File: config.mk
export PLATFORM = sky130hd
export DESIGN_NAME = dbcs_kinsoku_char_classifier_flat
export DESIGN_NICKNAME = d
export VERILOG_FILES = /design/src/rtl/dbcs_pkg.sv /design/src/rtl/dbcs_if.sv /design/src/rtl/dbcs_classify.sv /design/src/rtl/dbcs_kinsoku_char_classifier.sv /design/src/flat_wrapper.sv
export SDC_FILE = /design/constraint.sdc
export NUM_CORES = 1
export LEC_CHECK = 0
export BUFFER_PORTS_ARGS = -buffer_cell sky130_fd_sc_hd__buf_2
export CAP_MARGIN = 20
export CORE_MARGIN = 2
export CORE_UTILIZATION = 36
export DETAILED_ROUTE_END_ITERATION = 8
export GPL_ROUTABILITY_DRIVEN = 0
export PLACE_DENSITY = 0.66
export SLEW_MARGIN = 40
export SYNTH_ARGS = -nofsm -noshare
export SYNTH_HDL_FRONTEND = slang
export SYNTH_HIERARCHICAL = 1
export SYNTH_SLANG_ARGS = --single-unit
File: constraint.sdc
create_clock -name clk -period 3.49 [get_ports clk]
set_input_delay 0.698 -clock clk [delete_from_list [all_inputs] [get_ports clk]]
set_output_delay 0.698 -clock clk [all_outputs]
set_load 0.02 [all_outputs]
File: src/rtl/dbcs_pkg.sv
// Package: code page codes, line-break class bundle and lead-byte test.
package dbcs_pkg;

	typedef enum logic [2:0] {
		CP_NONE = 3'd0,
		CP_932  = 3'd1,
		CP_936  = 3'd2,
		CP_949  = 3'd3,
		CP_950  = 3'd4
	} cp_t;

	typedef struct packed {
		logic up;
		logic dn;
		logic brk;
	} class_t;

	function automatic cp_t cp_decode(input logic [2:0] sel);
		cp_t cp;
		cp = (sel > 3'(CP_950)) ? CP_NONE : cp_t'(sel);
		return cp;
	endfunction

	function automatic logic is_lead(input cp_t cp, input logic [7:0] b);
		logic r;
		r = 1'b0;
		unique case (cp)
			CP_932:                 r = (b inside {[8'h81:8'h9f], [8'he0:8'hfc]});
			CP_936, CP_949, CP_950: r = (b inside {[8'h81:8'hfe]});
			default:                r = 1'b0;
		endcase
		return r;
	endfunction

endpackage

File: src/rtl/dbcs_if.sv
// Interfaces: byte input channel and classified character output channel.
interface dbcs_in_if;
	logic       valid;
	logic       ready;
	logic [7:0] text_byte;
	logic       end_of_text;

	modport source (output valid, output text_byte, output end_of_text, input ready);
	modport sink   (input valid, input text_byte, input end_of_text, output ready);
endinterface

interface dbcs_out_if;
	logic       valid;
	logic       ready;
	logic [7:0] first_byte;
	logic [7:0] second_byte;
	logic       is_double;
	logic       keep_with_previous;
	logic       keep_with_next;
	logic       breakable;
	logic       last_char;

	modport source (output valid, output first_byte, output second_byte, output is_double,
		output keep_with_previous, output keep_with_next, output breakable,
		output last_char, input ready);
	modport sink   (input valid, input first_byte, input second_byte, input is_double,
		input keep_with_previous, input keep_with_next, input breakable,
		input last_char, output ready);
endinterface

File: src/rtl/dbcs_classify.sv
// Line-break class rules of each code page for one assembled character.
module dbcs_classify (
	input  dbcs_pkg::cp_t    cp,
	input  logic             dbl,
	input  logic [7:0]       a,
	input  logic [7:0]       b,
	output dbcs_pkg::class_t cls
);

	function automatic logic up_single(input dbcs_pkg::cp_t c, input logic [7:0] x);
		logic r;
		r = 1'b0;
		unique case (c)
			dbcs_pkg::CP_932: r = (x inside {8'h29, 8'h2c, 8'h2e, 8'h3e, 8'h5d, 8'h7d, 8'ha3});
			dbcs_pkg::CP_936: r = (x inside {8'h21, 8'h29, 8'h2c, 8'h2e, 8'h3a, 8'h3b,
				8'h3f, 8'h5d, 8'h7d});
			dbcs_pkg::CP_949: r = (x inside {8'h21, 8'h25, 8'h29, 8'h2c, 8'h2e, 8'h3a,
				8'h3b, 8'h3f, 8'h5d, 8'h7d});
			dbcs_pkg::CP_950: r = (x inside {8'h29, 8'h2c, 8'h2e, 8'h3e, 8'h5d, 8'h7d});
			default:          r = 1'b0;
		endcase
		return r;
	endfunction

	function automatic logic dn_single(input dbcs_pkg::cp_t c, input logic [7:0] x);
		logic r;
		r = 1'b0;
		unique case (c)
			dbcs_pkg::CP_932: r = (x inside {8'h28, 8'h3c, 8'h5b, 8'h7b, 8'ha2});
			dbcs_pkg::CP_936: r = (x inside {8'h28, 8'h5b, 8'h7b});
			dbcs_pkg::CP_949: r = (x inside {8'h24, 8'h28, 8'h5b, 8'h5c, 8'h7b});
			dbcs_pkg::CP_950: r = (x inside {8'h28, 8'h3c, 8'h5b, 8'h7b});
			default:          r = 1'b0;
		endcase
		return r;
	endfunction

	function automatic logic up_double(input dbcs_pkg::cp_t c, input logic [7:0] x,
		input logic [7:0] y);
		logic r;
		logic odd;
		odd = y[0];
		r = 1'b0;
		unique case (c)
			dbcs_pkg::CP_932: r = (x == 8'h81) && ((y inside {[8'h41:8'h49]})
				|| ((y inside {[8'h66:8'h72]}) && !odd));
			dbcs_pkg::CP_936: r = ((x == 8'ha1) && (((y inside {[8'ha2:8'had]}) && odd)
				|| (y inside {8'haf, 8'hb1, 8'hb3, 8'hb5, 8'hb7, 8'hb9, 8'hbb, 8'hbd,
				8'hbf, 8'hc3})))
				|| ((x == 8'ha3) && (y inside {8'ha1, 8'ha2, 8'ha7, 8'ha9, 8'hac, 8'hae,
				8'hba, 8'hbb, 8'hbf, 8'hdd, 8'he0, 8'hf3, 8'hfd}));
			dbcs_pkg::CP_949: r = ((x == 8'ha1) && (((y inside {[8'haf:8'hbd]}) && odd)
				|| (y inside {[8'hc6:8'hc9]}) || (y == 8'hcb)))
				|| ((x == 8'ha3) && (y inside {8'ha1, 8'ha5, 8'ha9, 8'hac, 8'hae, 8'hba,
				8'hbb, 8'hbf, 8'hdd, 8'hfd}));
			dbcs_pkg::CP_950: r = (x == 8'ha1) && ((y inside {[8'h41:8'h49]})
				|| (y inside {[8'h4d:8'h54]})
				|| ((y inside {[8'h5e:8'h7e], [8'ha2:8'hac]}) && !odd));
			default:          r = 1'b0;
		endcase
		return r;
	endfunction

	function automatic logic dn_double(input dbcs_pkg::cp_t c, input logic [7:0] x,
		input logic [7:0] y);
		logic r;
		logic odd;
		odd = y[0];
		r = 1'b0;
		unique case (c)
			dbcs_pkg::CP_932: r = (x == 8'h81) && (y inside {[8'h65:8'h79]}) && odd;
			dbcs_pkg::CP_936: r = ((x == 8'ha1) && (y inside {8'ha4, 8'hae, 8'hb0, 8'hb2,
				8'hb4, 8'hb6, 8'hb8, 8'hba, 8'hbc}))
				|| ((x == 8'ha3) && (y inside {8'ha8, 8'hae, 8'hdb, 8'hfb}));
			dbcs_pkg::CP_949: r = ((x == 8'ha1) && (((y inside {[8'hae:8'hbc]}) && !odd)
				|| (y == 8'hcc)))
				|| ((x == 8'ha3) && (y inside {8'ha4, 8'ha8, 8'hdb, 8'hdc, 8'hf8}));
			dbcs_pkg::CP_950: r = (x == 8'ha1) && (y inside {[8'h5d:8'h7d], [8'ha1:8'hab]})
				&& odd;
			default:          r = 1'b0;
		endcase
		return r;
	endfunction

	logic up_s;
	logic dn_s;
	logic white;

	always_comb begin
		up_s  = up_single(cp, a);
		dn_s  = dn_single(cp, a);
		white = (a inside {8'h20, 8'h09, 8'h0d, 8'h0a});
		cls.up  = dbl ? up_double(cp, a, b) : up_s;
		cls.dn  = dbl ? dn_double(cp, a, b) : dn_s;
		cls.brk = (cp != dbcs_pkg::CP_NONE)
			&& (white || dbcs_pkg::is_lead(cp, a) || up_s || dn_s);
	end

endmodule

File: src/rtl/dbcs_kinsoku_char_classifier.sv
// Top level: byte-to-character assembly and line-break classification.
//
// Bytes enter on in_ch (valid/ready); each finished character leaves on
// out_ch with its bytes and its wrap-up, wrap-down and break classes.
// cfg_wr_en/cfg_wr_data set the code page: 0 none, 1 cp932, 2 cp936,
// 3 cp949, 4 cp950; codes 5 to 7 act as none. Write it only while idle.
// A lead byte is held and gives no output; the following byte, whatever its
// value, completes the double-byte character. A lead byte marked as the end
// of the text is sent at once with a trail byte of zero.
// An accepted byte passes the input register, then the result register,
// before its character shows on out_ch.
// Throughput: one byte per cycle while out_ch takes items, set by the single
// classify stage. When out_ch stalls, the result register holds its item,
// the input register takes one more byte, and in_ch.ready drops until the
// result is taken; a held lead byte still moves on, as it produces nothing.
// Reset clears both valid flags, the held lead and the code page (none).
module dbcs_kinsoku_char_classifier (
	input  logic       clk,
	input  logic       arst_n,
	input  logic       cfg_wr_en,
	input  logic [2:0] cfg_wr_data,
	dbcs_in_if.sink    in_ch,
	dbcs_out_if.source out_ch
);

	logic             valid_s1;
	logic [7:0]       byte_s1;
	logic             last_s1;
	logic [2:0]       code_page_q;
	logic             lead_pending_q;
	logic [7:0]       held_lead_q;
	logic             out_valid_q;
	logic [7:0]       first_q;
	logic [7:0]       second_q;
	logic             dbl_q;
	dbcs_pkg::class_t cls_q;
	logic             last_q;

	dbcs_pkg::cp_t    cp;
	logic             lead_now;
	logic             hold;
	logic             dbl;
	logic [7:0]       char_a;
	logic [7:0]       char_b;
	logic             out_load;
	logic             adv_s1;
	dbcs_pkg::class_t cls;

	always_comb begin
		cp       = dbcs_pkg::cp_decode(code_page_q);
		lead_now = dbcs_pkg::is_lead(cp, byte_s1);
		hold     = !lead_pending_q && lead_now && !last_s1;
		dbl      = lead_pending_q || (lead_now && last_s1);
		char_a   = lead_pending_q ? held_lead_q : byte_s1;
		char_b   = lead_pending_q ? byte_s1 : 8'h00;
		out_load = !out_valid_q || out_ch.ready;
		adv_s1   = valid_s1 && (hold || out_load);
	end

	dbcs_classify u_classify (
		.cp  (cp),
		.dbl (dbl),
		.a   (char_a),
		.b   (char_b),
		.cls (cls)
	);

	assign in_ch.ready = !valid_s1 || adv_s1;

	always_ff @(posedge clk or negedge arst_n) begin
		if (!arst_n) begin
			code_page_q <= 3'(dbcs_pkg::CP_NONE);
		end else if (cfg_wr_en) begin
			code_page_q <= cfg_wr_data;
		end
	end

	always_ff @(posedge clk or negedge arst_n) begin
		if (!arst_n) begin
			valid_s1 <= 1'b0;
		end else if (in_ch.ready) begin
			valid_s1 <= in_ch.valid;
		end
	end

	always_ff @(posedge clk) begin
		if (in_ch.ready && in_ch.valid) begin
			byte_s1 <= in_ch.text_byte;
			last_s1 <= in_ch.end_of_text;
		end
	end

	always_ff @(posedge clk or negedge arst_n) begin
		if (!arst_n) begin
			lead_pending_q <= 1'b0;
			held_lead_q    <= 8'h00;
		end else if (adv_s1) begin
			lead_pending_q <= hold;
			held_lead_q    <= hold ? byte_s1 : 8'h00;
		end
	end

	always_ff @(posedge clk or negedge arst_n) begin
		if (!arst_n) begin
			out_valid_q <= 1'b0;
		end else if (out_load) begin
			out_valid_q <= adv_s1 && !hold;
		end
	end

	always_ff @(posedge clk) begin
		if (out_load && adv_s1 && !hold) begin
			first_q  <= char_a;
			second_q <= dbl ? char_b : 8'h00;
			dbl_q    <= dbl;
			cls_q    <= cls;
			last_q   <= last_s1;
		end
	end

	assign out_ch.valid              = out_valid_q;
	assign out_ch.first_byte         = first_q;
	assign out_ch.second_byte        = second_q;
	assign out_ch.is_double          = dbl_q;
	assign out_ch.keep_with_previous = cls_q.up;
	assign out_ch.keep_with_next     = cls_q.dn;
	assign out_ch.breakable          = cls_q.brk;
	assign out_ch.last_char          = last_q;

endmodule

File: src/flat_wrapper.sv
// flat-port wrapper written by rule: the top's interface ports become plain ports
module dbcs_kinsoku_char_classifier_flat 
  (clk, arst_n, cfg_wr_en, cfg_wr_data, in_ch_valid, in_ch_text_byte, in_ch_end_of_text, in_ch_ready, out_ch_valid, out_ch_first_byte, out_ch_second_byte, out_ch_is_double, out_ch_keep_with_previous, out_ch_keep_with_next, out_ch_breakable, out_ch_last_char, out_ch_ready);
  dbcs_in_if in_ch_i ();
  dbcs_out_if out_ch_i ();
  input  logic clk;
  input  logic arst_n;
  input  logic cfg_wr_en;
  input  logic [2:0] cfg_wr_data;
  input wire logic [$bits(in_ch_i.valid)-1:0] in_ch_valid;
  input wire logic [$bits(in_ch_i.text_byte)-1:0] in_ch_text_byte;
  input wire logic [$bits(in_ch_i.end_of_text)-1:0] in_ch_end_of_text;
  output wire logic [$bits(in_ch_i.ready)-1:0] in_ch_ready;
  output wire logic [$bits(out_ch_i.valid)-1:0] out_ch_valid;
  output wire logic [$bits(out_ch_i.first_byte)-1:0] out_ch_first_byte;
  output wire logic [$bits(out_ch_i.second_byte)-1:0] out_ch_second_byte;
  output wire logic [$bits(out_ch_i.is_double)-1:0] out_ch_is_double;
  output wire logic [$bits(out_ch_i.keep_with_previous)-1:0] out_ch_keep_with_previous;
  output wire logic [$bits(out_ch_i.keep_with_next)-1:0] out_ch_keep_with_next;
  output wire logic [$bits(out_ch_i.breakable)-1:0] out_ch_breakable;
  output wire logic [$bits(out_ch_i.last_char)-1:0] out_ch_last_char;
  input wire logic [$bits(out_ch_i.ready)-1:0] out_ch_ready;
  assign in_ch_i.valid = in_ch_valid;
  assign in_ch_i.text_byte = in_ch_text_byte;
  assign in_ch_i.end_of_text = in_ch_end_of_text;
  assign in_ch_ready = in_ch_i.ready;
  assign out_ch_valid = out_ch_i.valid;
  assign out_ch_first_byte = out_ch_i.first_byte;
  assign out_ch_second_byte = out_ch_i.second_byte;
  assign out_ch_is_double = out_ch_i.is_double;
  assign out_ch_keep_with_previous = out_ch_i.keep_with_previous;
  assign out_ch_keep_with_next = out_ch_i.keep_with_next;
  assign out_ch_breakable = out_ch_i.breakable;
  assign out_ch_last_char = out_ch_i.last_char;
  assign out_ch_i.ready = out_ch_ready;
  dbcs_kinsoku_char_classifier u_core (.clk(clk), .arst_n(arst_n), .cfg_wr_en(cfg_wr_en), .cfg_wr_data(cfg_wr_data), .in_ch(in_ch_i), .out_ch(out_ch_i));
endmodule
==> impl_metrics.env <==
export IMPL_cts_resized=0
export IMPL_syn_instance_count=323
export IMPL_timing_reg2reg_worst_path_depth=7
export IMPL_first_global_vias=2463
export IMPL_r2r_start="u_core/lead_pending_q"
export IMPL_final_setup_tns_ns=0
export IMPL_h_tree_depth=2
export IMPL_filler_cell_count=796
export IMPL_finalHoldWorstSlack_ns=0.298
export IMPL_cp_top_family="compound AO/OA/AOI/OAI gates"
export IMPL_holdCritPathClass="in2async"
export IMPL_transition_time_at_the_pin_with_the_least_slew_margin_ns=0.710
export IMPL_rsz0062_at_grt="no"
export IMPL_synthesis_area_um2=3050
export IMPL_seq_area_frac_synth_pct=41.1
export IMPL_synthesis_stage_register_bit_count=44
export IMPL_insertion_delay_ns=0.29
export IMPL_cts_max_path_buffers=2
export IMPL_final_setup_viol_count=0
export IMPL_worstPathRequired_ns=3.63
export IMPL_worst_path_buf_inv=0
export IMPL_floorplan_die_width_um=96.0
export IMPL_critical_path_cell_count=7
export IMPL_yosysUniqueCellTypes=69
export IMPL_critical_path_cell_chain="and2_1, or3b_2, a2111oi_0, o311ai_0, a311oi_1, nor3_1, a22oi_1"
export IMPL_multi_input_combinational_cell_area_um2=1630
export IMPL_floorplan_die_height_um=96.0
export IMPL_static_leakage_power_nw=1.25
export IMPL_synth_warnings=6
export IMPL_final_setup_skew_ns=0.00605
export IMPL_grt_overflow_total=0
export IMPL_ctsHoldBuffers=0
export IMPL_yosys_most_used_dff="edfxtp_1"
export IMPL_path_max_fanout=27
export IMPL_setup_worst_path_end="u_core/out_ch.keep_with_previous"
export IMPL_detail_route_wl_per_cell_um=16.1
export IMPL_cts_buffers_inserted=5
export IMPL_design_die_area_um2=9220
export IMPL_internal_power_mw=1.00
export IMPL_drt_drc_violations_left=0
export IMPL_rows=33
export IMPL_timing_max_cap_violations=0
export IMPL_fmax_mhz=318
export IMPL_drive_above_1_share_pct=24.8
export IMPL_worst_setup_path_end_kind="flip-flop"
export IMPL_layout_area_overhead_vs_synth_pct=12.6
export IMPL_reg2reg_to="u_core/out_ch.keep_with_previous"
export IMPL_worst_setup_path_type="reg2reg"
export IMPL_synth_enable_flop_cells=30
export IMPL_grt_pass1_wl_um=12200
export IMPL_report_final_hold_viol_count=0
export IMPL_synth_fp_nets=340
export IMPL_critical_path_slowest_cell="dfrtp_1"
export IMPL_finalWorstPathRequiredPeriod_ns=3.14
export IMPL_drt_antenna_violating_nets=0
export IMPL_ff2ff_setup_slack_ns=0.35
export IMPL_diodes=0
export IMPL_vias=2671
export IMPL_layout_core_utilization_pct=41.7
export IMPL_timing_final_crit_share_pct=90.1
export IMPL_switching_power_mw=0.502
export IMPL_pin_count_of_the_biggest_net_entering_global_routing=28
export IMPL_power_switching_fraction_pct=33.4
export IMPL_grt_total_usage_pct=16.8
export IMPL_p_seq_share_pct=44.6
export IMPL_critical_path_max_stage_delay_ns=0.80
export IMPL_ys_async_rst_share_pct=31.8
export IMPL_outcome="finished clean"
export IMPL_core_um2=8220
export IMPL_clock_sinks=44
export IMPL_buffer_ports_inserted=39
export IMPL_cts_tree="done"
export IMPL_num_nets_final=367
export IMPL_clk_pin_slew_ns=0.09
export IMPL_arrival_ns=3.28
export IMPL_layout_area_seq_um2=1250
export IMPL_critPathLaunchType="flip-flop"
export IMPL_critical_path_startpoint="u_core/lead_pending_q"
export IMPL_slew_headroom_pct=52.6
export IMPL_antenna_found_initial=0
export IMPL_powerDensity_nw_per_um2=439
export IMPL_power_share_clock_pct=26.4
export IMPL_routed_vias_inst=5.86
export IMPL_pwr_share_comb_pct=28.9
export IMPL_num_io_pins=40
export IMPL_drv_slew=0
export IMPL_place_hpwl_um=5240
export IMPL_detail_route_first_pass_iterations=5
export IMPL_route_final_wire_length_um=7360
export IMPL_syn_avg_cell_area_um2=9.43
export IMPL_vdd_ir_drop_max_mv=0.206
export IMPL_dr_first_iter_drc_count=179
export IMPL_ctsRootBufferMaster="clkbuf_8"
export IMPL_initial_utilization_pct=37.1
export IMPL_post_cts_setup_buffer_count=0
==> how the worst min path moves through the flow <==
stage	startpoint	depth (start not counted)	end	slack, ns
3_3_place_gp	u_core/held_lead_q[7]	2	u_core/held_lead_q[7]	0.47
6_report	arst_n	1	u_core/held_lead_q[4]	0.30
4_1_cts	arst_n	1	u_core/held_lead_q[4]	0.30
2_1_floorplan	arst_n	0	u_core/code_page_q[0]	0.40
5_1_grt	arst_n	1	u_core/held_lead_q[4]	0.32
3_5_place_dp	u_core/held_lead_q[7]	2	u_core/held_lead_q[7]	0.47
==> cells in the mapped netlist, types with 3 or more instances <==
cell type / n / area, µm²
or3b_2: 4 / 35.0
a32o_2: 4 / 45.0
a32o_1: 3 / 30.0
mux2i_1: 3 / 30.0
inv_1: 11 / 41.3
nor3_1: 16 / 80.1
nand3_1: 11 / 55.1
o21bai_1: 3 / 22.5
xnor2_1: 5 / 43.8
nand2b_1: 6 / 37.5
nand3b_1: 5 / 37.5
buf_2: 5 / 25.0
a31oi_1: 4 / 25.0
nor4_1: 4 / 25.0
mux2_2: 10 / 113
nand2_1: 24 / 90.1
nor2b_1: 6 / 37.5
o21ai_0: 11 / 55.1
clkbuf_1: 18 / 67.6
o32a_1: 3 / 30.0
a2111oi_0: 3 / 26.3
edfxtp_1: 30 / 901
nor3b_1: 3 / 22.5
or4_1: 3 / 22.5
dfrtp_1: 14 / 350
nand4_1: 9 / 56.3
a211oi_1: 4 / 30.0
and2_1: 14 / 87.6
a21oi_1: 7 / 35.0
o31ai_1: 6 / 45.0
nor2_1: 21 / 78.8
and3_1: 3 / 18.8
==> sequential cells by signal, summed over array words and instances, names as in the netlist <==
register	flops
u_core/last_s1	1
u_core/held_lead_q	8
u_core/out_ch.is_double	1
u_core/lead_pending_q	1
u_core/out_ch.last_char	1
u_core/out_ch.breakable	1
u_core/byte_s1	8
u_core/valid_s1	1
u_core/code_page_q	3
u_core/out_ch.valid	1
u_core/out_ch.second_byte	8
u_core/out_ch.keep_with_previous	1
u_core/out_ch.first_byte	8
u_core/out_ch.keep_with_next	1
==> cells by family (layout without fill, tap and decap cells) <==
group | Yosys count | after routing | share of synthesized area (%)
AOI/OAI and AO/OA | 73 | 73 | 19.1
muxes | 13 | 13 | 4.68
and+or+nand+nor | 148 | 148 | 27.8
DFF | 44 | 44 | 41.1
buffers and inverters | 38 | 66 | 5.38
xor gates and xnor gates | 7 | 7 | 2.01
==> metal layers <==
layer | global-route usage (%) | wire length, µm | vias to the layer above
met5 | 0 | 0 | -
met4 | 4.40 | 74 | 0
met3 | 3.21 | 464 | 8
met2 | 27.1 | 3440 | 101
met1 | 23.0 | 3380 | 1290
li1 | - | - | 1272
==> cell usage in the layout (no fill, tap or decap), types with 3 or more instances in the layout <==
cell type,Yosys,final
xnor2_1,5,5
o31ai_1,6,6
or3b_2,4,4
a2111oi_0,3,3
o21bai_1,3,3
nand2b_1,6,6
nand3b_1,5,5
nand4_1,9,9
a211oi_1,4,4
and3_1,3,3
a31oi_1,4,4
or4_1,3,3
nor4_1,4,4
a32o_2,4,4
buf_4,0,8
clkbuf_8,0,5
and2_1,14,14
nand2_1,24,24
mux2_2,10,10
edfxtp_1,30,30
o21ai_0,11,11
a21oi_1,7,7
mux2i_1,3,3
nor2b_1,6,6
nor3b_1,3,3
inv_1,11,11
nor3_1,16,16
buf_2,5,39
dfrtp_1,14,14
o32a_1,3,3
nand3_1,11,11
a32o_1,3,3
nor2_1,21,20
==> power by group through the flow <==
stage	combinational (mW)	sequential (mW)	clock, mW
2_1_floorplan	0.295	0.706	0
3_3_place_gp	0.429	0.683	0
3_5_place_dp	0.430	0.683	0
4_1_cts	0.432	0.672	0.408
5_1_grt	0.480	0.680	0.427
6_report	0.435	0.672	0.398
==> through the flow <==
stage          worst slack [ns]  cells  power, mW  area [µm²]
2_1_floorplan             0.568    323       1.00        3050
3_3_place_gp              0.448    448       1.11        3310
3_5_place_dp              0.387    448       1.11        3310
4_1_cts                   0.337    456       1.51        3430
5_1_grt                  0.0838    456       1.59        3430
6_report                  0.345    456       1.50        3430
==> layout make-up <==
class / count / share of cell area [%]
Clock buffer: 5 / 2.01
Clock inverter: 3 / 1.39
Inverter: 11 / 1.20
Multi-Input combinational cell: 241 / 47.6
Sequential cell: 44 / 36.5
Tap cell: 105 / 3.83
Timing Repair Buffer: 47 / 7.44
Note: power is estimated with default switching activity, not from simulation.
